[src/pso_pkg.sv]
`timescale 1ns / 1ps

package pso_pkg;

    localparam int PHASE_BITS_DEF  = 32;
    localparam int SINE_DEPTH_DEF  = 1024;

    localparam int FREQ_W  = 32;
    localparam int RATIO_W = 18;
    localparam int LEVEL_W = 17;
    localparam int SR_W    = 19;
    localparam int CFG_W   = 19;
    localparam int PROD_W  = 50;
    localparam int SAMP_W  = 17;

    localparam logic [16:0] LEVEL_QUIET = 17'd6;
    localparam logic [16:0] LEVEL_FULL  = 17'd65536;
    localparam logic signed [32:0] SQ_LIMIT = 33'sd39322;
    localparam logic signed [32:0] SQ_ONE   = 33'sd32768;
    localparam logic signed [32:0] Q30_ONE  = 33'sd1073741824;
    localparam logic signed [32:0] POLY_TOP = 33'sd172273;

    typedef enum logic [2:0] {
        CFG_ENABLE   = 3'd0,
        CFG_LEVEL    = 3'd1,
        CFG_WAVEFORM = 3'd2,
        CFG_RATIO    = 3'd3,
        CFG_SRATE    = 3'd4
    } cfg_index_t;

    // sine polynomial coefficients, Q30, Horner order
    function automatic logic signed [32:0] poly_coef(input logic [2:0] k);
        logic signed [32:0] c;
        case (k)
            3'd1:    c = -33'sd5026995;
            3'd2:    c = 33'sd85569306;
            3'd3:    c = -33'sd693598669;
            3'd4:    c = 33'sd1686629713;
            default: c = 33'sd0;
        endcase
        return c;
    endfunction

endpackage

[src/pso_div.sv]
`timescale 1ns / 1ps

module pso_div
    import pso_pkg::*;
#(
    parameter int DW = 32,
    parameter int QW = 31,
    parameter int CW = $clog2(QW + 1)
)
(
    input  logic          clk,
    input  logic          rst_n,
    input  logic          start,
    input  logic [DW-1:0] den,
    input  logic [DW-1:0] rem_init,
    input  logic [QW-1:0] bits_init,
    input  logic [CW-1:0] count,
    output logic          done,
    output logic [QW-1:0] quo
);

    logic [DW-1:0] rem_reg, rem_next;
    logic [DW-1:0] den_reg;
    logic [QW-1:0] bits_reg;
    logic [QW-1:0] quo_reg;
    logic [CW-1:0] cnt_reg;
    logic          busy_reg;
    logic          done_reg;
    logic [DW:0]   rem_sh;
    logic          ge;

    always_comb
    begin
        rem_sh   = {rem_reg, bits_reg[QW-1]};
        ge       = (rem_sh >= {1'b0, den_reg});
        rem_next = ge ? DW'(rem_sh - {1'b0, den_reg}) : rem_sh[DW-1:0];
    end

    always_ff @(posedge clk or negedge rst_n)
    begin
        if (!rst_n)
        begin
            busy_reg <= 1'b0;
            done_reg <= 1'b0;
            cnt_reg  <= '0;
        end
        else
        begin
            done_reg <= 1'b0;
            if (start)
            begin
                busy_reg <= 1'b1;
                cnt_reg  <= count;
            end
            else if (busy_reg)
            begin
                cnt_reg <= cnt_reg - 1'b1;
                if (cnt_reg == CW'(1))
                begin
                    busy_reg <= 1'b0;
                    done_reg <= 1'b1;
                end
            end
        end
    end

    always_ff @(posedge clk)
    begin
        if (start)
        begin
            rem_reg  <= rem_init;
            den_reg  <= den;
            bits_reg <= bits_init;
            quo_reg  <= '0;
        end
        else if (busy_reg)
        begin
            rem_reg  <= rem_next;
            bits_reg <= bits_reg << 1;
            quo_reg  <= {quo_reg[QW-2:0], ge};
        end
    end

    assign done = done_reg;
    assign quo  = quo_reg;

endmodule
[config.mk]
export PLATFORM = sky130hd
export DESIGN_NAME = pso_div
export DESIGN_NICKNAME = d
export VERILOG_FILES = /design/src/pso_pkg.sv /design/src/pso_div.sv
export SDC_FILE = /design/constraint.sdc
export NUM_CORES = 1
export LEC_CHECK = 0
export ABC_AREA = 1
export BUFFER_PORTS_ARGS = -buffer_cell sky130_fd_sc_hd__buf_2
export CORE_MARGIN = 2
export CORE_UTILIZATION = 55
export CTS_BUF_LIST = sky130_fd_sc_hd__clkbuf_16
export DETAILED_ROUTE_END_ITERATION = 6
export GPL_ROUTABILITY_DRIVEN = 0
export PLACE_DENSITY = 0.88
export SKIP_LAST_GASP = 1
export SLEW_MARGIN = 25
export SYNTH_ARGS = -nofsm -noshare
export SYNTH_HDL_FRONTEND = slang
export SYNTH_SLANG_ARGS = --single-unit
[constraint.sdc]
create_clock -name clk -period 3.46 [get_ports clk]
set_input_delay 0.173 -clock clk [delete_from_list [all_inputs] [get_ports clk]]
set_output_delay 0.173 -clock clk [all_outputs]
set_load 0.01 [all_outputs]
==> out/results.tsv, run 1 <==
metric	value	unit
n_diodes	0	
Crit path max-delay family	simple AND/OR/NAND/NOR gates	
CP max FO	33	
sequential area share after synthesis	0.444	
clk_skew	12.7	ps
DIE HEIGHT	126	um
Overflow after GRT	0	
total CTS buffers	17	
wire length per cell	14.8	um
Netlist cell types	41	
TritonCTS clock tree	done	
DR iter-0 viols	479	
first-pass GRT wire length	35000	um
# clock sinks	133	
number of nets with antenna violations after routing	0	
Critical Path AT	2890	ps
Final WS setup	739	ps
dpl hpwl	14600	um
Hold Vio Cnt, Final	0	
CTS Buffer Depth	2	
number of synthesized register bits	133	
1st-pass router iterations	6	
CP Data Required Time	3630	ps
Worst IR Drop VDD	0.501	mV
initial antenna violation count	1	
setup violators final	0	
crit share post-route	0.786	
die area	15900	sq um
most area-hungry cell type in the Yosys netlist	edfxtp_1	
post-synthesis net count	1219	
slew margin rel.	0.397	
Mapped Area	8210	sq um
setup_tns	0	ps
most frequent cell on the critical path	nand2_1	
CORE AREA	14500	sq um
Placed Cells	1374	
PD cells	772	nW/um^2
Post-Place Setup Slack	831	ps
CTS root buf	clkbuf_16	
Gate Count Post-Synth	1081	
number of global-route vias before repair	7440	
Max Slew Vio Count	0	
clk slew on worst S/H paths	60	ps
vias per inst	5.26	
Top FF cell, synth	edfxtp_1	
Post-synth EDFFs	95	
IO Port Bufs	134	
min-delay worst type	in2reg	
status	completed	
RSZ-0062 raised after global routing	no	
I/O pin total	135	
floorplan row count	44	
asr flop ratio synth	0.0526	
Crit-path slowest cell	edfxtp_1	
Reg2Reg Setup Slack	740	ps
fin crit period	2720	ps
pin count of the biggest net entering global routing	64	
non-filler cells, final	1444	
GRT Util Overall	0.276	
DR vias	7591	
Worst Max-Slew Pin Slew	899	ps
slowest stage delay, CP	490	ps
WS Path Type	reg2reg	
CP Capture Type	flip-flop	
post-synth top area share	0.348	
CP Launch Type	flip-flop	
Setup Fix Bufs, Post-CTS	0	
f_max	367	MHz
DRC	0	
Initial Utilization	0.565	
fraction of layout cells with a size suffix above 1	0.163	
Syn Area/Cell	7.59	sq um
sum of buffers and inverters on the critical path	0	
H-tree depth	4	
area delta synth->final	21.1	%
Routed WL	21300	um
worst skew pair latency	430	ps
Leak	5.18	nW
Die X	126	um
Ys Warns	0	
critical path cell sequence	ha_1, nand2_1, nor2_1, nand2_1, nor2_2, nand2_4, nand2_8, nand2_1, nand3_1, nand2_1	
Hold WS	4.72	ps
top cells by area, synth	edfxtp_1, nand2_1, inv_1, dfxtp_1, ha_1	
Max Cap Viol	0	
layout net count	1385	
[synthesized netlist by cell type, types with 2 or more instances]
cell type / instances
buf_6: 8
nand3b_1: 26
nor3_1: 4
nand2_1: 429
o22ai_1: 29
xnor2_1: 16
nor2_1: 44
buf_1: 2
clkinv_1: 6
nand2_2: 8
nand3_2: 10
clkbuf_1: 16
o21ai_0: 5
inv_1: 189
nand3_1: 62
nand2_4: 2
nand4_1: 10
o211ai_1: 2
dfxtp_1: 31
edfxtp_1: 95
and2_1: 2
ha_1: 34
dfrtp_1: 7
o221ai_1: 2
a21oi_1: 16
inv_2: 4
o21a_1: 2
nor2_4: 3
nor2_2: 5
[through the flow]
stage | power, mW | cell area, sq um | utilization
floorplan | 5.01 | 8210 | -
global placement | 5.58 | 8960 | 0.616
detailed placement | 5.70 | 8960 | 0.616
CTS | 7.61 | 9940 | 0.684
global route | 8.24 | 9940 | 0.684
finish | 7.67 | 9940 | 0.684
[tightest hold or removal path, stage by stage]
cell	delay [ps]
buf_2	80
a22oi_1	70
o21ai_0	70
[final timing paths]
check,start,depth (start not counted),endpoint
max in group asynchronous,rst_n,2,cnt_reg[3]
min in group asynchronous,rst_n,2,done
max,rem_reg[16],10,rem_reg[20]
max reg2reg,rem_reg[16],10,rem_reg[20]
min,count[2],3,cnt_reg[2]
min reg2reg,quo[30],2,quo[30]
[logic make-up after synthesis]
| kind of cell | Yosys count | share of synthesized area |
|---|---|---|
| simple gates | 608 | 0.324 |
| buf+inv | 228 | 0.114 |
| flops | 133 | 0.444 |
| xor+xnor | 17 | 0.0181 |
| compound gates | 60 | 0.0456 |
| fa+ha+maj | 35 | 0.0543 |
[final cells by class]
type                    count  area [sq um]
multi-input cells         720          3630
well taps                 184           230
inverters                 199           749
clock buffers              19           475
flip-flops and latches    133          3650
clock inverters            13           128
fillers                  1144          4590
repair buffers            176          1080
[what timing repair did]
item                       in CTS  in global routing
resized for setup               0                  0
hold buffers                   38                  0
setup endpoints to repair       0                  0
hold endpoints to repair       44                  0
[routing by layer]
layer / routed length [um] / share of wire / global-route usage / up-vias
met5: 0 / 0 / 0 / -
met4: 539 / 0.025 / 0.0983 / 0
met3: 1740 / 0.082 / 0.0756 / 49
li1: - / - / - / 3727
met1: 8900 / 0.42 / 0.345 / 3505
met2: 10100 / 0.48 / 0.460 / 310
[where the power goes]
part           switching, mW  total (mW)  internal, mW  leakage [nW]
clock                  0.770        1.86          1.09         0.301
sequential             0.157        2.24          2.08          1.33
combinational           2.28        3.57          1.29          3.55
total                   3.21        7.67          4.47          5.18
[placed cells by master, fill, tap and decap left out, drive strengths merged]
cell / Yosys / routed
clkbuf: 16 / 19
nor2: 53 / 53
nand3b: 26 / 26
o21bai: 1 / 1
o21ai: 5 / 5
clkinv: 6 / 10
ha: 34 / 34
dfxtp: 31 / 31
fa: 1 / 1
nand2: 440 / 440
a22oi: 1 / 1
nand3: 72 / 72
dlygate4sd3: 0 / 38
a21oi: 18 / 18
or2: 1 / 1
dfrtp: 7 / 7
inv: 193 / 201
o221ai: 2 / 2
xor2: 1 / 1
o21a: 2 / 2
o211ai: 2 / 2
and2: 2 / 2
buf: 13 / 138
o22ai: 29 / 29
xnor2: 16 / 16
edfxtp: 95 / 95
bufinv: 0 / 1
nor3: 4 / 4
nand4: 10 / 10
Note: power is estimated with default switching activity, not from simulation.
==> run 2, diff against run 1 <==
clock period = 2.76 ns   (was 3.46 ns; I/O delays follow)
==> run 2 against run 1 <==
Clock power rose by 22%. Wire length grew 7.3%. Sequential share of layout area is 1.7 points lower. Combinational power grew 30%. Global-route usage up 1.5 points. Total power is 26% higher. Worst hold slack about the same. Die area unchanged. Non-clock buffer count grew 49. Critical path depth grew 1. Highest routed layer unchanged. Critical path type unchanged.
==> out/results.tsv, run 2 (same netlist as run 1, synthesis figures left out) <==
metric	value	unit
total CTS buffers	17	
fraction of layout cells with a size suffix above 1	0.161	
Reg2Reg Depth	11	
dpl hpwl	14600	um
setup_tns	0	ps
most frequent cell on the critical path	nand2_1	
first-pass GRT wire length	37200	um
clk slew on worst S/H paths	60	ps
CORE AREA	14500	sq um
CP Capture Type	flip-flop	
DRC	0	
die area	15900	sq um
WP depth	11	
crit share post-route	0.921	
Routed WL	22900	um
DR iter-0 viols	639	
wire length per cell	15.3	um
CP Launch Type	flip-flop	
CP max FO	33	
Leak	5.40	nW
DR vias	7844	
Hold Path Depth	3	
critical path cell sequence	ha_1, nand2_1, nor3_1, nand2_1, nor2_4, nor2_8, buf_12, nand2_8, nand2_1, nand3_1, nand2_1	
status	completed	
commonest non-fill, non-tap cell in the layout	nand2_1	
Critical Path AT	2720	ps
cts repair resizes	0	
Initial Utilization	0.565	
Max Cap Viol	0	
most frequent cells in the layout	nand2_1, inv_1, buf_2	
IO Port Bufs	134	
floorplan row count	44	
WS Path Type	reg2reg	
Crit-path slowest cell	edfxtp_1	
fin crit period	2540	ps
Core Util, Final	0.718	
DIE HEIGHT	126	um
f_max	393	MHz
Crit path max-delay family	simple AND/OR/NAND/NOR gates	
sum of buffers and inverters on the critical path	1	
Overflow after GRT	0	
worst skew pair latency	430	ps
pin count of the biggest net entering global routing	84	
Hold Vio Cnt, Final	0	
# clock sinks	133	
Final Power	9.70	mW
Worst IR Drop VDD	0.688	mV
1st-pass router iterations	5	
Max Slew Vio Count	0	
GRT Util Overall	0.291	
PD cells	930	nW/um^2
H-tree depth	4	
layout net count	1434	
RSZ-0062 raised after global routing	no	
Worst Max-Slew Pin Slew	685	ps
setup violators final	0	
n_diodes	0	
clk_skew	12.0	ps
CTS Buffer Depth	2	
area delta synth->final	27.1	%
initial antenna violation count	0	
number of nets with antenna violations after routing	0	
slew margin rel.	0.543	
slowest stage delay, CP	400	ps
vias per inst	5.25	
number of global-route vias before repair	7908	
min-delay worst type	in2reg	
Die X	126	um
TritonCTS clock tree	done	
CP Data Required Time	2940	ps
I/O pin total	135	
CTS root buf	clkbuf_16	
run 2: changes by cell type in the layout (fill, tap and decap cells not counted), moves of 2 or more:
| cell | previous run | this run |
|---|---|---|
| inv_4 | 0 | 2 |
| inv_6 | 7 | 5 |
| buf_4 | 5 | 7 |
| buf_12 | 0 | 3 |
| dlygate4sd3_1 | 38 | 82 |
| inv_8 | 1 | 3 |
run 2: power by group:
group          total, mW  internal [mW]  switching [mW]
Sequential          2.81           2.61           0.198
Clock               2.26           1.28           0.973
Combinational       4.63           1.73            2.91
run 2: worst paths after layout:
| check | slack [ps] | start | to |
|---|---|---|---|
| setup / recovery | 220 | rem_reg[28] | rem_reg[17] |
| hold / removal | 4 | rem_init[24] | rem_reg[24] |
| setup reg to reg | 220 | rem_reg[28] | rem_reg[17] |
| hold reg to reg | 480 | quo[30] | quo[30] |
| max in group asynchronous | 2500 | rst_n | cnt_reg[2] |
| min in group asynchronous | 80 | rst_n | cnt_reg[1] |
run 2: area by class of cell:
cell class,instances,area [sq um]
Fill cell,1065,4100
Sequential cell,133,3650
Multi-Input combinational cell,720,3630
Timing Repair Buffer,225,1600
Inverter,199,748
Clock buffer,19,475
Tap cell,184,230
Clock inverter,13,106
run 2: tightest hold or removal path: cells and delay by family:
family                 cells  cell delay (ps)
buffers and inverters      1               80
and+or+nand+nor            2              120
run 2: through the flow:
step                      hold WS (ps)  instances  setup slack (ps)  instance area, sq um
after global placement           -20.9       1379               321                  9030
after CTS                        0.503       1493               224                 10400
after global routing              9.54       1493              30.3                 10400
after floorplan                   -158       1081               672                  8210
after detailed placement         -16.1       1379               237                  9030
final                             4.32       1493               217                 10400
run 2: routing by layer:
layer  global-route usage  wire [um]  vias to the layer above
met5                    0          0                        -
met4                0.109        605                        0
met3               0.0603       1910                       60
met2                0.507      11100                      391
met1                0.356       9250                     3563
li1                     -          -                     3830
run 2: timing repair:
action / in CTS / in global routing
setup buffers: 0 / 0
endpoints found under the hold margin: 88 / 0
hold buffers: 82 / 0
==> run 3, diff against run 2 <==
CORE_UTILIZATION = 57   (was 55)
PLACE_DENSITY = 0.91   (was 0.88)
==> run 3 against run 2 <==
Core utilization is 3.4 points higher. Combinational power is 2% higher. Clock-buffer cell count is 1 lower. Largest cell class unchanged.
==> out/results.tsv, run 3 (same netlist as run 1, synthesis figures left out) <==
metric	value	unit
DIE HEIGHT	124	um
Worst Max-Slew Pin Slew	939	ps
total CTS buffers	17	
sum of buffers and inverters on the critical path	3	
Final Power	9.75	mW
1st-pass router iterations	6	
slowest stage delay, CP	410	ps
Reg2Reg Depth	14	
CORE AREA	14000	sq um
vias per inst	5.52	
Final WS setup	182	ps
clk slew on worst S/H paths	60	ps
fin crit period	2580	ps
CTS Buffer Depth	2	
setup violators final	0	
fraction of layout cells with a size suffix above 1	0.161	
Crit-path slowest cell	edfxtp_1	
IO Port Bufs	134	
die area	15400	sq um
PD cells	927	nW/um^2
critical path cell sequence	ha_1, nand2_2, inv_2, nand2_1, nand2_1, a21oi_1, nand2_2, nor2_8, buf_4, nand3_2, nand2_1, clkinv_1, nand2_1, nand2_1	
I/O pin total	135	
GRT Util Overall	0.331	
FF-to-FF End	rem_reg[28]	
Max Cap Viol	0	
clk_skew	12.2	ps
DR iter-0 viols	794	
DR vias	8302	
Max Used Layer	met4	
H-tree depth	4	
# clock sinks	133	
wire length per cell	16.4	um
Reg2Reg Setup Slack	180	ps
first-pass GRT wire length	39000	um
slew margin rel.	0.370	
Critical Path AT	2770	ps
Hold Path Depth	3	
wl on met1	9350	um
met3 WL	2470	um
Crit path max-delay family	simple AND/OR/NAND/NOR gates	
CP Capture Type	flip-flop	
setup_tns	0	ps
most frequent cell on the critical path	nand2_1	
status	completed	
Post-Place Setup Slack	182	ps
f_max	388	MHz
Routed WL	24600	um
layout net count	1447	
area delta synth->final	28.1	%
RSZ-0062 raised after global routing	no	
CTS root buf	clkbuf_16	
Hold Startpoint	rem_init[9]	
worst skew pair latency	430	ps
Placed Cells	1376	
CP Data Required Time	2950	ps
WS Path Type	reg2reg	
min-delay worst type	in2reg	
most frequent cells in the layout	nand2_1, inv_1, buf_2	
Die X	124	um
wire length on met2	11800	um
non-filler cells, final	1503	
Worst IR Drop VDD	0.613	mV
floorplan row count	43	
cts repair resizes	0	
initial antenna violation count	1	
Hold Vio Cnt, Final	0	
DRC	0	
crit share post-route	0.934	
number of nets with antenna violations after routing	0	
CP Launch Type	flip-flop	
commonest non-fill, non-tap cell in the layout	nand2_1	
dpl hpwl	15300	um
Initial Utilization	0.587	
hold path endpoint	rem_reg[9]	
CP max FO	19	
r2r startpoint	rem_reg[26]	
Max Slew Vio Count	0	
pin count of the biggest net entering global routing	64	
number of global-route vias before repair	8124	
TritonCTS clock tree	done	
Overflow after GRT	0	
Leak	5.43	nW
-- run 3: changes by cell type in the layout (fill, tap and decap cells not counted), moves of 2 or more --
cell and delta:
buf_12 -2, buf_4 +3, dlygate4sd3_1 +12, inv_4 -2
-- run 3: layout make-up --
class | count | area (sq um)
Tap cell | 180 | 225
Inverter | 199 | 748
Multi-Input combinational cell | 720 | 3630
Sequential cell | 133 | 3650
Fill cell | 942 | 3470
Antenna cell | 1 | 2.50
Timing Repair Buffer | 238 | 1700
Clock inverter | 14 | 113
Clock buffer | 18 | 450
-- run 3: worst max-delay path by stage --
| stage | from | endpoint | slack [ps] | cells after the start |
|---|---|---|---|---|
| 4_1_cts | rem_reg[26] | rem_reg[28] | 180 | 14 |
| 5_1_grt | rem_reg[26] | rem_reg[28] | 20 | 14 |
| 3_5_place_dp | rem_reg[27] | rem_reg[28] | 180 | 14 |
| 2_1_floorplan | bits_reg[30] | rem_reg[28] | 670 | 16 |
| 6_report | rem_reg[26] | rem_reg[28] | 180 | 14 |
| 3_3_place_gp | rem_reg[7] | rem_reg[16] | 270 | 12 |
-- run 3: worst reg2reg max path, cell delays in order (launching register included) --
cell and delay (ps):
edfxtp_1 410, ha_1 400, nand2_2 130, inv_2 40, nand2_1 80, nand2_1 50, a21oi_1 210, nand2_2 130
nor2_8 210, buf_4 310, nand3_2 100, nand2_1 80, clkinv_1 90, nand2_1 70, nand2_1 40
-- run 3: layer usage --
metal  up-vias  global-route usage
li1       3862                   -
met3       108              0.0820
met5         -                   0
met4         0               0.159
met1      3787               0.390
met2       545               0.566
-- run 3: through the flow --
stage | hold WS (ps) | util | cell area, sq um
after floorplan | -158 | - | 8210
after global placement | -21.7 | 0.644 | 9010
after detailed placement | -23.0 | 0.644 | 9010
after CTS | 0.144 | 0.752 | 10500
after global routing | 17.8 | 0.752 | 10500
final | 25.1 | 0.752 | 10500
-- run 3: report_power, final --
group / switching, mW / internal (mW) / total (mW)
logic: 3.01 / 1.73 / 4.74
clock network: 0.971 / 1.23 / 2.20
registers: 0.205 / 2.61 / 2.82
-- run 3: what timing repair did --
action,in CTS,in global routing
hold buffers,94,0
endpoints found under the hold margin,100,0
buffers inserted,0,0
